--- config.mk ---
export PLATFORM = sky130hd
export DESIGN_NAME = integer_factor_resampler
export DESIGN_NICKNAME = d
export VERILOG_FILES = /design/src/hdl/ifr_pkg.sv /design/src/hdl/ifr_ctrl.sv /design/src/hdl/ifr_dp.sv /design/src/hdl/integer_factor_resampler.sv
export SDC_FILE = /design/constraint.sdc
export NUM_CORES = 1
export LEC_CHECK = 0
export BUFFER_PORTS_ARGS = -buffer_cell sky130_fd_sc_hd__buf_2
export CAP_MARGIN = 20
export CORE_AREA = 10 10 190 192
export CTS_BUF_LIST = sky130_fd_sc_hd__clkbuf_4
export DETAILED_ROUTE_END_ITERATION = 10
export DIE_AREA = 0 0 200 202
export GPL_TIMING_DRIVEN = 0
export PLACE_DENSITY_LB_ADDON = 0.05
export SYNTH_ARGS = -nofsm -noshare
export SYNTH_HDL_FRONTEND = slang
export SYNTH_HIERARCHICAL = 1
export SYNTH_SLANG_ARGS = --single-unit
--- constraint.sdc ---
create_clock -name i_clk -period 7.9 [get_ports i_clk]
set_input_delay 1.185 -clock i_clk [delete_from_list [all_inputs] [get_ports i_clk]]
set_output_delay 1.185 -clock i_clk [all_outputs]
set_load 0.01 [all_outputs]
--- src/hdl/ifr_pkg.sv ---
// ============================================================================
// ifr_pkg: shared definitions for the integer factor resampler
// Holds the sizing constants, the mode and state types, the control and
// status structs between controller and datapath, and the factor clamp.
// ============================================================================
package ifr_pkg;

    localparam int SAMPLE_WIDTH  = 24;
    localparam int MAX_FACTOR    = 64;

    // Stream payload width, sample padded up to whole bytes.
    localparam int TDATA_W       = ((SAMPLE_WIDTH + 7) / 8) * 8;

    // Configuration port.
    localparam int MODE_W        = 2;
    localparam int FACTOR_REG_W  = 7;
    localparam int CFG_IDX_W     = 1;
    localparam int CFG_DATA_W    = FACTOR_REG_W;

    // Effective factor and decimation phase widths.
    localparam int FW            = $clog2(MAX_FACTOR + 1);
    localparam int PHASE_W       = $clog2(MAX_FACTOR);

    // Biased dividend for the linear slope divider, processed DIV_BITS a cycle.
    localparam int DW            = SAMPLE_WIDTH + FW;
    localparam int DIV_BITS      = 4;
    localparam int DIV_CYC       = (DW + DIV_BITS - 1) / DIV_BITS;
    localparam int DWP           = DIV_CYC * DIV_BITS;
    localparam int DIV_CNT_W     = $clog2(DIV_CYC);

    localparam logic [CFG_IDX_W-1:0] CFG_MODE   = 1'b0;
    localparam logic [CFG_IDX_W-1:0] CFG_FACTOR = 1'b1;

    localparam logic [FACTOR_REG_W-1:0] FACTOR_RESET = 7'd4;

    typedef enum logic [MODE_W-1:0] {
        MODE_DECIMATE   = 2'd0,
        MODE_ZERO_STUFF = 2'd1,
        MODE_HOLD       = 2'd2,
        MODE_LINEAR     = 2'd3
    } t_mode;

    typedef enum logic [1:0] {
        ST_IDLE,
        ST_DIVIDE,
        ST_EMIT
    } t_state;

    typedef struct packed {
        logic load;
        logic div_step;
        logic emit;
    } t_cmd;

    typedef struct packed {
        t_mode mode;
        logic  phase_zero;
        logic  div_done;
        logic  emit_last;
        logic  out_free;
    } t_status;

    // Factors below two act as two, factors above the maximum act as the maximum.
    function automatic logic [FW-1:0] eff_factor(input logic [FACTOR_REG_W-1:0] raw);
        logic [FW-1:0] res;
        if (int'(raw) < 2) begin
            res = FW'(2);
        end else if (int'(raw) > MAX_FACTOR) begin
            res = FW'(MAX_FACTOR);
        end else begin
            res = FW'(raw);
        end
        return res;
    endfunction

endpackage

--- src/hdl/ifr_ctrl.sv ---
// ============================================================================
// ifr_ctrl: controller of the integer factor resampler
// Sequences each item through an optional slope division and the emission
// of its results, if it has any, and drives the input handshake.
// ============================================================================
module ifr_ctrl (
    input  logic              i_clk,
    input  logic              i_rst_n,
    input  logic              i_s_tvalid,
    output logic              o_s_tready,
    input  ifr_pkg::t_status  i_status,
    output ifr_pkg::t_cmd     o_cmd
);

    ifr_pkg::t_state r_state;
    ifr_pkg::t_state n_state;

    always_ff @(posedge i_clk) begin
        if (!i_rst_n) begin
            r_state <= ifr_pkg::ST_IDLE;
        end else begin
            r_state <= n_state;
        end
    end

    always_comb begin
        n_state = r_state;
        case (r_state)
            ifr_pkg::ST_IDLE: begin
                if (i_s_tvalid) begin
                    case (i_status.mode)
                        ifr_pkg::MODE_DECIMATE: begin
                            n_state = i_status.phase_zero ? ifr_pkg::ST_EMIT
                                                          : ifr_pkg::ST_IDLE;
                        end
                        ifr_pkg::MODE_LINEAR: begin
                            n_state = ifr_pkg::ST_DIVIDE;
                        end
                        default: begin
                            n_state = ifr_pkg::ST_EMIT;
                        end
                    endcase
                end
            end
            ifr_pkg::ST_DIVIDE: begin
                if (i_status.div_done) begin
                    n_state = ifr_pkg::ST_EMIT;
                end
            end
            ifr_pkg::ST_EMIT: begin
                if (i_status.out_free && i_status.emit_last) begin
                    n_state = ifr_pkg::ST_IDLE;
                end
            end
            default: begin
                n_state = ifr_pkg::ST_IDLE;
            end
        endcase
    end

    always_comb begin
        o_s_tready     = (r_state == ifr_pkg::ST_IDLE);
        o_cmd.load     = (r_state == ifr_pkg::ST_IDLE) && i_s_tvalid;
        o_cmd.div_step = (r_state == ifr_pkg::ST_DIVIDE);
        o_cmd.emit     = (r_state == ifr_pkg::ST_EMIT) && i_status.out_free;
    end

`ifndef SYNTHESIS
    // The divider never stops short of its full cycle count.
    a_div_holds: assert property (@(posedge i_clk) disable iff (!i_rst_n)
        (r_state == ifr_pkg::ST_DIVIDE && !i_status.div_done)
            |=> (r_state == ifr_pkg::ST_DIVIDE))
        else $error("divide state left before the quotient was complete");

    // After the final result of an item the controller is ready for the next.
    a_last_to_idle: assert property (@(posedge i_clk) disable iff (!i_rst_n)
        (o_cmd.emit && i_status.emit_last) |=> (r_state == ifr_pkg::ST_IDLE))
        else $error("controller did not return to idle after the last result");

    // Emission overlaps neither division nor loading.
    a_exclusive: assert property (@(posedge i_clk) disable iff (!i_rst_n)
        !(o_cmd.emit && o_cmd.div_step) && !(o_cmd.load && o_cmd.emit))
        else $error("conflicting datapath commands");
`endif

endmodule

--- src/hdl/ifr_dp.sv ---
// ============================================================================
// ifr_dp: datapath of the integer factor resampler
// Configuration registers, decimation phase, previous sample, a radix-16
// restoring divider for the linear slope, the interpolation accumulator and
// the output register.
// ============================================================================
module ifr_dp (
    input  logic                              i_clk,
    input  logic                              i_rst_n,
    input  logic                              i_cfg_we,
    input  logic [ifr_pkg::CFG_IDX_W-1:0]     i_cfg_idx,
    input  logic [ifr_pkg::CFG_DATA_W-1:0]    i_cfg_data,
    input  logic [ifr_pkg::SAMPLE_WIDTH-1:0]  i_sample,
    input  ifr_pkg::t_cmd                     i_cmd,
    output ifr_pkg::t_status                  o_status,
    input  logic                              i_m_tready,
    output logic                              o_m_tvalid,
    output logic [ifr_pkg::SAMPLE_WIDTH-1:0]  o_m_sample,
    output logic                              o_m_last
);

    localparam int SW = ifr_pkg::SAMPLE_WIDTH;
    localparam int FW = ifr_pkg::FW;

    // Configuration.
    ifr_pkg::t_mode                       r_mode_cfg;
    logic [ifr_pkg::FACTOR_REG_W-1:0]     r_fac_cfg;

    // Persistent state.
    logic [ifr_pkg::PHASE_W-1:0]          r_phase;
    logic [SW-1:0]                        r_prev;

    // Per item.
    ifr_pkg::t_mode                       r_mode;
    logic [FW-1:0]                        r_fac;
    logic [SW-1:0]                        r_sample;
    logic signed [SW:0]                   r_acc;
    logic [FW-1:0]                        r_frac;
    logic [FW-1:0]                        r_j;
    logic                                 r_single;

    // Divider.
    logic [ifr_pkg::DWP-1:0]              r_num;
    logic [ifr_pkg::DWP-1:0]              r_quo;
    logic [FW-1:0]                        r_rem;
    logic [ifr_pkg::DIV_CNT_W-1:0]        r_div_cnt;

    // Output register.
    logic                                 r_out_valid;
    logic [SW-1:0]                        r_out_data;
    logic                                 r_out_last;

    logic [FW-1:0]                        f_eff;
    logic signed [SW:0]                   diff;
    logic [ifr_pkg::DWP-1:0]              dividend;
    logic [ifr_pkg::DWP-1:0]              n_num;
    logic [ifr_pkg::DWP-1:0]              n_quo;
    logic [FW-1:0]                        n_rem;
    logic [FW:0]                          frac_sum;
    logic                                 carry;
    logic [FW-1:0]                        n_frac;
    logic signed [SW:0]                   qd_ext;
    logic signed [SW:0]                   n_acc;
    logic [SW-1:0]                        emit_val;
    logic                                 out_free;
    logic                                 emit_last;

    assign f_eff = ifr_pkg::eff_factor(r_fac_cfg);

    // Bias the slope by factor << SW so the dividend is always positive; the
    // low SW quotient bits are then the floored signed quotient.
    always_comb begin
        diff     = $signed({i_sample[SW-1], i_sample}) - $signed({r_prev[SW-1], r_prev});
        dividend = ifr_pkg::DWP'({f_eff, {SW{1'b0}}}) + ifr_pkg::DWP'(diff);
    end

    always_comb begin
        logic [FW:0]             rem;
        logic [ifr_pkg::DWP-1:0] num;
        logic [ifr_pkg::DWP-1:0] quo;
        logic                    qb;
        rem = {1'b0, r_rem};
        num = r_num;
        quo = r_quo;
        for (int k = 0; k < ifr_pkg::DIV_BITS; k++) begin
            rem = {rem[FW-1:0], num[ifr_pkg::DWP-1]};
            num = {num[ifr_pkg::DWP-2:0], 1'b0};
            qb  = (rem >= {1'b0, r_fac});
            if (qb) begin
                rem = rem - {1'b0, r_fac};
            end
            quo = {quo[ifr_pkg::DWP-2:0], qb};
        end
        n_rem = rem[FW-1:0];
        n_num = num;
        n_quo = quo;
    end

    // One interpolation step: add quotient, carry from the fractional part.
    always_comb begin
        frac_sum = {1'b0, r_frac} + {1'b0, r_rem};
        carry    = (frac_sum >= {1'b0, r_fac});
        n_frac   = carry ? FW'(frac_sum - {1'b0, r_fac}) : frac_sum[FW-1:0];
        qd_ext   = (SW + 1)'($signed(r_quo[SW-1:0]));
        n_acc    = r_acc + qd_ext + $signed({{SW{1'b0}}, carry});
    end

    always_comb begin
        case (r_mode)
            ifr_pkg::MODE_ZERO_STUFF: emit_val = (r_j == '0) ? r_sample : '0;
            ifr_pkg::MODE_LINEAR:     emit_val = n_acc[SW-1:0];
            default:                  emit_val = r_sample;
        endcase
    end

    assign out_free  = !r_out_valid || i_m_tready;
    assign emit_last = r_single || (r_j == r_fac - FW'(1));

    always_ff @(posedge i_clk) begin
        if (!i_rst_n) begin
            r_mode_cfg <= ifr_pkg::MODE_ZERO_STUFF;
            r_fac_cfg  <= ifr_pkg::FACTOR_RESET;
        end else if (i_cfg_we) begin
            case (i_cfg_idx)
                ifr_pkg::CFG_MODE:   r_mode_cfg <= ifr_pkg::t_mode'(i_cfg_data[ifr_pkg::MODE_W-1:0]);
                ifr_pkg::CFG_FACTOR: r_fac_cfg  <= i_cfg_data;
                default: begin
                end
            endcase
        end
    end

    always_ff @(posedge i_clk) begin
        if (!i_rst_n) begin
            r_phase <= '0;
            r_prev  <= '0;
        end else if (i_cmd.load) begin
            if (r_mode_cfg == ifr_pkg::MODE_DECIMATE) begin
                if (FW'(r_phase) >= f_eff - FW'(1)) begin
                    r_phase <= '0;
                end else begin
                    r_phase <= r_phase + 1'b1;
                end
            end
            if (r_mode_cfg == ifr_pkg::MODE_LINEAR) begin
                r_prev <= i_sample;
            end
        end
    end

    always_ff @(posedge i_clk) begin
        if (i_cmd.load) begin
            r_mode    <= r_mode_cfg;
            r_fac     <= f_eff;
            r_sample  <= i_sample;
            r_acc     <= $signed({r_prev[SW-1], r_prev});
            r_frac    <= '0;
            r_j       <= '0;
            r_single  <= (r_mode_cfg == ifr_pkg::MODE_DECIMATE);
            r_num     <= dividend;
            r_rem     <= '0;
            r_div_cnt <= '0;
        end else if (i_cmd.div_step) begin
            r_num     <= n_num;
            r_quo     <= n_quo;
            r_rem     <= n_rem;
            r_div_cnt <= r_div_cnt + 1'b1;
        end else if (i_cmd.emit) begin
            r_acc  <= n_acc;
            r_frac <= n_frac;
            r_j    <= r_j + 1'b1;
        end
    end

    always_ff @(posedge i_clk) begin
        if (!i_rst_n) begin
            r_out_valid <= 1'b0;
        end else if (i_cmd.emit) begin
            r_out_valid <= 1'b1;
        end else if (i_m_tready) begin
            r_out_valid <= 1'b0;
        end
    end

    always_ff @(posedge i_clk) begin
        if (i_cmd.emit) begin
            r_out_data <= emit_val;
            r_out_last <= emit_last;
        end
    end

    always_comb begin
        o_status.mode       = r_mode_cfg;
        o_status.phase_zero = (r_phase == '0);
        o_status.div_done   = (r_div_cnt == ifr_pkg::DIV_CNT_W'(ifr_pkg::DIV_CYC - 1));
        o_status.emit_last  = emit_last;
        o_status.out_free   = out_free;
    end

    assign o_m_tvalid = r_out_valid;
    assign o_m_sample = r_out_data;
    assign o_m_last   = r_out_last;

endmodule

--- src/hdl/integer_factor_resampler.sv ---
// An item with results takes the controller to its emit state, in linear mode by
// way of the slope divider, and each result leaves through the output register.
// Items are taken one at a time: zero-stuff, hold and linear give factor results
// per item, decimate one for a kept sample and none for a dropped one.
// Results go one per cycle unless output stalls; divider takes 4 bits a cycle.
// Reset (synchronous, active low): mode zero-stuff, factor 4, phase and previous 0.
// ============================================================================
// integer_factor_resampler: sample-rate converter by an integer factor
// Decimates, zero-stuffs, holds or linearly interpolates a stream of signed
// fixed-point samples under a small register interface.
// ============================================================================
module integer_factor_resampler (
    input  logic                               i_clk,
    input  logic                               i_rst_n,
    // Configuration writes: index 0 is mode, index 1 is factor.
    input  logic                               i_cfg_we,
    input  logic [ifr_pkg::CFG_IDX_W-1:0]      i_cfg_idx,
    input  logic [ifr_pkg::CFG_DATA_W-1:0]     i_cfg_data,
    // Input stream.
    input  logic                               s_axis_tvalid,
    output logic                               s_axis_tready,
    input  logic [ifr_pkg::TDATA_W-1:0]        s_axis_tdata,  // sample_in
    // Output stream.
    output logic                               m_axis_tvalid,
    input  logic                               m_axis_tready,
    output logic [ifr_pkg::TDATA_W-1:0]        m_axis_tdata,  // sample_out
    output logic                               m_axis_tlast   // last_of_run
);

    // The controller and datapath talk only through these two structs.
    ifr_pkg::t_cmd    cmd;
    ifr_pkg::t_status status;

    logic [ifr_pkg::SAMPLE_WIDTH-1:0] sample_out;

    // The controller accepts a new item only from idle; the output register in
    // the datapath lets the last result of one item wait while the next item
    // is taken in.
    ifr_ctrl u_ctrl (
        .i_clk      (i_clk),
        .i_rst_n    (i_rst_n),
        .i_s_tvalid (s_axis_tvalid),
        .o_s_tready (s_axis_tready),
        .i_status   (status),
        .o_cmd      (cmd)
    );

    // The datapath holds the configuration, the decimation phase, the previous
    // sample for interpolation, the slope divider and the output register.
    // Linear interpolation avoids a per-result divide: the slope is divided
    // once per item into a quotient and remainder, and each result then adds
    // the quotient plus a carry from a running remainder.
    ifr_dp u_dp (
        .i_clk      (i_clk),
        .i_rst_n    (i_rst_n),
        .i_cfg_we   (i_cfg_we),
        .i_cfg_idx  (i_cfg_idx),
        .i_cfg_data (i_cfg_data),
        .i_sample   (s_axis_tdata[ifr_pkg::SAMPLE_WIDTH-1:0]),
        .i_cmd      (cmd),
        .o_status   (status),
        .i_m_tready (m_axis_tready),
        .o_m_tvalid (m_axis_tvalid),
        .o_m_sample (sample_out),
        .o_m_last   (m_axis_tlast)
    );

    // Pad bits above the sample are always zero.
    assign m_axis_tdata = ifr_pkg::TDATA_W'(sample_out);

endmodule

**Yosys cells after proc, flatten, opt, wreduce, memory -nomap -nowiden**

Cells that the tools add are included.

- Register bits after elaboration: 206
- Output and inout bits: 27

- Reduce and logical (&&, ||, !) cells: 21
- Bitwise logic cells: 3
- Eq/ne operators: 11
- Add/sub/neg operators: 15
- Mux-type cells: 23
- Magnitude comparators: 8

Operators with widths:

| operator | count |
|---|---|
| $mux 25 | 3 |
| $mux 32 | 2 |
| $mux 7 | 7 |
| $pmux 24 s2 | 1 |
| $ge 8x7->1 | 5 |
| $sub 7x7->7 | 5 |
| $add 31x32->32 | 1 |
| $add 25x2->25 | 1 |
| $add 25x24->25 | 1 |
| $sub 24x24->25 | 1 |
| $mux 24 | 1 |
| $reduce_and 2->1 | 7 |
| $sub 7x1->7 const B | 2 |
| $add 7x7->8 | 1 |
| $mux 2 | 4 |
| $add 7x1->7 const B | 1 |
| $eq 7x7->1 | 1 |
| $ge 6x7->1 | 1 |
| $gt 7x7->1 const B | 1 |
| $logic_not 7->1 | 1 |
| $lt 7x2->1 const B | 1 |
| $add 6x1->6 const B | 1 |
| $eq 2x2->1 const B | 3 |
| $logic_not 6->1 | 1 |
| 16 further kinds | 28 |

**Longest topological paths before layout**

- Depth after elaboration: 8
- Gate-level depth with buffers: 37

**Cells and area by module**

The synthesis kept the hierarchy.

By module, submodules not included:

| module | instances | area an instance (um^2) | cells each |
|---|---|---|---|
| ifr_dp | 1 | 12557.0 | 1259 |
| ifr_ctrl | 1 | 140.1 | 17 |

**Worst setup path before layout**

No wires, ideal clock.

- Path kind: register to register
- Start point: register u_dp.r_fac[1]
- End point: register u_dp.r_rem[0]
- Stages on the path, launching flop included: 33
- Buffers on the path: 1
- Clock period less this slack: 7.163 ns
- Arrival: 7.041 ns
- Data required time: 7.778 ns
- Setup slack: 0.737 ns
- Library setup time: 0.122 ns
- Cells stage by stage: edfxtp_1 inv_1 fa_1 a211oi_2 o21ai_2 a31oi_4 mux2_2 ha_1 nor2b_1 o31a_1 o31ai_2 o311ai_2 buf_6 nand2_1 o21ai_0 fa_1 nor2b_1 o21bai_1 a21boi_0 nor4_1 or2_2 nand2_2 mux2i_1 ha_1 nor2b_1 o21ai_1 a21boi_0 o21ai_1 o211ai_1 a21oi_1 nand3_4 nor4b_1 a311o_1

- Cells in the longest elaborated chain, start to end: 8

Ends and longest elaborated chain:

| what | RTL line | source |
|---|---|---|
| from (decl) | ifr_dp.sv:35 | `logic [FW-1:0] r_fac;` |
| from (signal assigned) | ifr_dp.sv:154 | `r_fac <= f_eff;` |
| $sub 7x7->7 / $ge 8x7->1 (equally long branches) | ifr_dp.sv:90, ifr_dp.sv:88 |  |
| $mux 7 | ifr_dp.sv:89 | `if (qb) begin` |
| $ge 8x7->1 (*) | ifr_dp.sv:88 | `qb = (rem >= {1'b0, r_fac});` |
| via u_dp.n_quo (one bit) | ifr_dp.sv:57 | `logic [ifr_pkg::DWP-1:0] n_quo;` |
| $mux 7 (*) | ifr_dp.sv:89 |  |
| $ge 8x7->1 (*) | ifr_dp.sv:88 |  |
| via u_dp.n_quo (one bit) | ifr_dp.sv:57 |  |
| $mux 7 (*) | ifr_dp.sv:89 |  |
| $ge 8x7->1 (*) | ifr_dp.sv:88 |  |
| via u_dp.n_quo (one bit) | ifr_dp.sv:57 |  |
| $mux 7 (*) | ifr_dp.sv:89 |  |
| to (signal assigned) | ifr_dp.sv:166 | `r_rem <= n_rem;` |
| to (decl) | ifr_dp.sv:45 | `logic [FW-1:0] r_rem;` |

The timed path passes the listed nets; every way through them passes the cells marked *.
A chain may end at the register's enable or synchronous reset.

**Worst setup path after layout**

- Start point: register u_dp.r_fac[5]
- End point: register u_dp.r_rem[1]

The elaborated chain is that of the path after synthesis.

==> impl_results.html <==
<table>
<tr><th>Metric</th><th>Value</th></tr>
<tr><th colspan="2">STA</th></tr>
<tr><td>Final hold violation count</td><td>0</td></tr>
<tr><td>RSZ-0062 raised after global routing</td><td>no</td></tr>
<tr><td>Minimum period implied by the final worst setup slack</td><td>7328 ps</td></tr>
<tr><td>Max-slew headroom at the worst pin</td><td>38.86%</td></tr>
<tr><td>Max-slew violation count</td><td>0</td></tr>
<tr><td>Count of endpoints failing setup in the final report</td><td>0</td></tr>
<tr><td>Peak clock frequency supported by timing</td><td>0.1365 GHz</td></tr>
<tr><td>Hold Slack</td><td>462.6 ps</td></tr>
<tr><td>Total negative setup slack</td><td>0 ps</td></tr>
<tr><td>Transition time at the pin with the least slew margin</td><td>894.0 ps</td></tr>
<tr><td>Worst Clk Skew</td><td>68.78 ps</td></tr>
<tr><td>Part of the cycle the worst path needs</td><td>92.76%</td></tr>
<tr><th colspan="2">Power</th></tr>
<tr><td>Register share of total power</td><td>20.3%</td></tr>
<tr><td>Power after layout</td><td>7.166 mW</td></tr>
<tr><td>Clock power share</td><td>13.9%</td></tr>
<tr><td>Max VDD drop</td><td>495.7 µV</td></tr>
<tr><td>Design internal power</td><td>4.153 mW</td></tr>
<tr><td>P_leak</td><td>5.810 nW</td></tr>
<tr><td>Power Dens Cells</td><td>493.3 mW/mm²</td></tr>
<tr><td>Power dissipated by switching net loads</td><td>3.012 mW</td></tr>
<tr><td>Share of total power consumed by net switching</td><td>42.04%</td></tr>
<tr><td>Proportion of power drawn by combinational gates</td><td>65.8%</td></tr>
<tr><th colspan="2">Setup path</th></tr>
<tr><td>Kind of end point of the critical path</td><td>flip-flop</td></tr>
<tr><td>Category of the worst setup path launch point</td><td>flip-flop</td></tr>
<tr><td>CP arrival</td><td>7950 ps</td></tr>
<tr><td>Count of cells along the worst register-to-register path</td><td>31</td></tr>
<tr><td>Required time at the worst-slack endpoint</td><td>8520 ps</td></tr>
<tr><td>Crit Path Category</td><td>reg -&gt; reg</td></tr>
<tr><td>Max FO, Critical Path</td><td>10</td></tr>
<tr><td>Crit-path max cell delay</td><td>420 ps</td></tr>
<tr><td>R2R Path End</td><td>u_dp/r_rem[1]</td></tr>
<tr><td>Worst flop-to-flop path startpoint</td><td>u_dp/r_fac[5]</td></tr>
<tr><td>Worst R2R Setup Slack</td><td>570 ps</td></tr>
<tr><td>CP max stage cell</td><td>sky130_fd_sc_hd__edfxtp_1</td></tr>
<tr><th colspan="2">Hold path</th></tr>
<tr><td>Launch instance of the worst min-delay path</td><td>u_dp/r_prev[22]</td></tr>
<tr><td>Worst-case hold path end point</td><td>u_dp/r_prev[22]</td></tr>
<tr><td>Number of cells on the worst hold path</td><td>2</td></tr>
<tr><td>Min-delay worst type</td><td>reg -&gt; reg</td></tr>
<tr><th colspan="2">Clocking</th></tr>
<tr><td>CTS tree</td><td>yes</td></tr>
<tr><td>Maximum count of clock buffers along a single path</td><td>3</td></tr>
<tr><td>Number of clock sinks</td><td>205</td></tr>
<tr><td>Number of buffers inserted during clock tree synthesis</td><td>59</td></tr>
<tr><td>Source-to-sink clock delay at the later pin of the worst-skew pair</td><td>740 ps</td></tr>
<tr><td># hold bufs at CTS</td><td>0</td></tr>
<tr><td>Root Buffer</td><td>sky130_fd_sc_hd__clkbuf_4</td></tr>
<tr><td>CTS H-Tree Depth</td><td>2</td></tr>
<tr><td>Clk slew on worst S/H paths</td><td>70 ps</td></tr>
<tr><th colspan="2">Yosys</th></tr>
<tr><td>Post-synthesis register bit count</td><td>205</td></tr>
<tr><td>Mean cell area of the mapped netlist</td><td>9.951 µm²</td></tr>
<tr><td>Count of unique library cells instantiated by Yosys</td><td>79</td></tr>
<tr><td>Post-synthesis sequential area ratio</td><td>43.28%</td></tr>
<tr><td>Number of warning messages in the yosys log</td><td>6</td></tr>
<tr><td>Post-Synthesis Cell Area</td><td>0.01270 mm²</td></tr>
<tr><td>Net count after synthesis</td><td>1432</td></tr>
<tr><td>Number of synthesized flops with an enable pin</td><td>139</td></tr>
<tr><td>Most instantiated flip-flop cell in the synthesis netlist</td><td>sky130_fd_sc_hd__edfxtp_1</td></tr>
<tr><td>Number of instances in the synthesized netlist</td><td>1276</td></tr>
<tr><td>Synth async-reset ratio</td><td>0%</td></tr>
<tr><th colspan="2">Cells and area</th></tr>
<tr><td>Synth-to-Final Area Change</td><td>14.40%</td></tr>
<tr><td>Filler-free cell count of the finished design</td><td>1904</td></tr>
<tr><td>Commonest non-fill, non-tap cell in the layout</td><td>sky130_fd_sc_hd__nand2_1</td></tr>
<tr><td>Area of combinational cells with multiple inputs</td><td>0.006775 mm²</td></tr>
<tr><td>Filler Cell Count</td><td>3196</td></tr>
<tr><td>Commonest cells after routing, fill and taps aside</td><td>sky130_fd_sc_hd__nand2_1 (151), sky130_fd_sc_hd__edfxtp_1 (139), sky130_fd_sc_hd__ha_1 (109)</td></tr>
<tr><td>Share of final-layout standard cells stronger than drive strength 1</td><td>15.88%</td></tr>
<tr><td>Net count, final</td><td>1570</td></tr>
<tr><td>Register area</td><td>0.005495 mm²</td></tr>
<tr><th colspan="2">Placed design</th></tr>
<tr><td>Port buffer count</td><td>61</td></tr>
<tr><td>HPWL after detailed placement</td><td>26380 µm</td></tr>
<tr><td>Number of cells in the design after placement</td><td>1780</td></tr>
<tr><td>RePlAce Congestion</td><td>0.8365</td></tr>
<tr><th colspan="2">Outcome</th></tr>
<tr><td>Run status</td><td>finished, final reports clean</td></tr>
<tr><th colspan="2">Floorplan</th></tr>
<tr><td>Die Width</td><td>200 µm</td></tr>
<tr><td>Placeable core area</td><td>0.03229 mm²</td></tr>
<tr><td>Height of the die</td><td>202 µm</td></tr>
<tr><td>Starting density of the core</td><td>39.32%</td></tr>
<tr><td>Number of I/O pins</td><td>64</td></tr>
<tr><td>Cell row count</td><td>66</td></tr>
<tr><td>Overall die area</td><td>0.04040 mm²</td></tr>
<tr><th colspan="2">Routing</th></tr>
<tr><td>Routed vias</td><td>9851</td></tr>
<tr><td>First-pass iteration count of the detailed router</td><td>5</td></tr>
<tr><td>Routed WL</td><td>34650 µm</td></tr>
<tr><td>Average routed wire per standard cell</td><td>18.20 µm</td></tr>
<tr><td>Post-route DRC</td><td>0</td></tr>
<tr><td>Number of nets still failing antenna checks after routing</td><td>0</td></tr>
<tr><td>Via-to-Cell Ratio</td><td>5.174</td></tr>
<tr><td>Number of DRC markers in iteration 0</td><td>638</td></tr>
<tr><th colspan="2">GRT</th></tr>
<tr><td>Total Routing Usage GR</td><td>17.28%</td></tr>
<tr><td>Via count of the first global-routing pass</td><td>9740</td></tr>
<tr><td>Global route overflow</td><td>0</td></tr>
<tr><td>Pin count of the biggest net entering global routing</td><td>41</td></tr>
<tr><td>Initial antenna violation count</td><td>2</td></tr>
<tr><td>Global-route wire length before repair</td><td>54540 µm</td></tr>
<tr><th colspan="2">Run</th></tr>
<tr><td>Reported max-cap violation count</td><td>0</td></tr>
</table>
==> kinds of logic (layout without fill, tap and decap cells) <==
family / after synthesis / in the layout / share of synthesized area [%]
AO/OA/AOI/OAI: 339 / 339 / 17.67
XOR/XNOR: 82 / 82 / 5.656
adder cells (fa/ha/maj): 119 / 119 / 12.32
buffers and inverters: 120 / 305 / 3.676
flip-flops: 205 / 205 / 43.28
multiplexers: 44 / 44 / 3.764
other: 0 / 1 / 0
AND/OR/NAND/NOR: 367 / 367 / 13.64
==> registers in the layout (all words and copies together), names as in the netlist, 3 cells and up <==
| name | cells |
|---|---|
| u_dp/r_num | 32 |
| u_dp/r_sample | 24 |
| u_dp/r_rem | 7 |
| u_dp/r_fac_cfg | 7 |
| u_dp/o_m_sample | 24 |
| u_dp/r_div_cnt | 3 |
| u_dp/r_quo | 24 |
| u_dp/r_acc | 24 |
| u_dp/r_prev | 24 |
| u_dp/r_fac | 7 |
| u_dp/r_j | 7 |
| u_dp/r_phase | 6 |
| u_dp/r_frac | 7 |
==> per-stage QoR <==
step / worst slack (ps) / cell area [µm²] / util [%]
2_1_floorplan: 737.4 / 12700 / -
3_3_place_gp: -487.2 / 13560 / 41.98
3_5_place_dp: -431.6 / 13590 / 42.09
4_1_cts: 21.41 / 14400 / 44.60
5_1_grt: 18.95 / 14530 / 44.99
6_report: 572.2 / 14530 / 44.99
==> worst max-delay path by stage <==
stage                         end  depth (start not counted)           start  slack [ps]
finish              u_dp/r_rem[1]                         31   u_dp/r_fac[5]         570
global route        u_dp/r_rem[3]                         37  u_dp/r_num[31]          20
CTS                 u_dp/r_rem[1]                         34  u_dp/r_num[31]          20
detailed placement  u_dp/r_rem[0]                         32   u_dp/r_fac[1]        -430
global placement    u_dp/r_rem[1]                         32   u_dp/r_fac[1]        -490
floorplan           u_dp/r_rem[0]                         32   u_dp/r_fac[1]         740
==> cell usage after synthesis (all sizes together), types with 3 or more instances <==
master / count / area share, %
o21bai: 14 / 0.83
a21boi: 38 / 2.2
dfxtp: 66 / 10
a2111oi: 3 / 0.22
nor4b: 4 / 0.28
nand3: 29 / 1.3
nor3: 24 / 0.95
ha: 109 / 11
o21a: 17 / 1.0
a21oi: 71 / 2.8
a211o: 3 / 0.22
o31ai: 11 / 0.69
o211ai: 7 / 0.41
a31oi: 10 / 0.61
a21o: 39 / 2.3
and3: 7 / 0.34
clkbuf: 29 / 0.86
edfxtp: 139 / 33
nor3b: 5 / 0.30
fa: 10 / 1.6
mux2: 27 / 2.4
nor2: 71 / 2.1
nand2: 152 / 4.5
a211oi: 9 / 0.57
nor4: 5 / 0.25
and2: 3 / 0.15
a221oi: 5 / 0.34
buf: 11 / 0.45
inv: 80 / 2.4
xnor2: 50 / 3.4
o311ai: 7 / 0.54
o21ai: 85 / 3.4
nand4: 11 / 0.54
xor2: 32 / 2.2
or2: 6 / 0.30
nor2b: 28 / 1.4
nand2b: 11 / 0.54
and4: 3 / 0.21
mux2i: 17 / 1.3
==> layer usage <==
layer  vias up  wire length, µm  GRT usage (%)
met4         2              556          4.707
met5         -               13              0
met2       189            15290          26.06
met3        44             1588          3.107
li1       4958                -              -
met1      4658            17200          24.71
==> final cells by class <==
cell class,instances,share of cell area [%]
Clock buffer,94,4.858
Multi-Input combinational cell,951,46.64
Sequential cell,205,37.83
Clock inverter,14,0.3962
Timing Repair Buffer,77,3.204
Antenna cell,1,0.01723
Inverter,80,2.093
Tap cell,442,3.807
Buffer,40,1.146
==> worst max-delay path: cells and delay by family (launching register included) <==
family | cells | cell delay (ps)
AOI/OAI and AO/OA | 13 | 2500
DFF | 1 | 420
adders and majority gates | 4 | 1430
muxes | 2 | 660
and+or+nand+nor | 10 | 1750
buffers and inverters | 2 | 520
==> power by group through the flow <==
stage	clock, mW	combinational, mW	sequential, mW
6_report	1.00	4.71	1.45
5_1_grt	1.10	5.22	1.47
3_5_place_dp	0	4.07	1.48
2_1_floorplan	0	3.21	1.45
4_1_cts	1.05	4.13	1.46
3_3_place_gp	0	4.05	1.48
==> what timing repair did <==
| item | 4_1_cts | 5_1_grt |
|---|---|---|
| endpoints found under the setup margin | 8 | 8 |
| resized for setup | 2 | 10 |
| pin swaps | 1 | 3 |
| buffers inserted | 5 | 9 |
(Power assumes the default switching activity.)
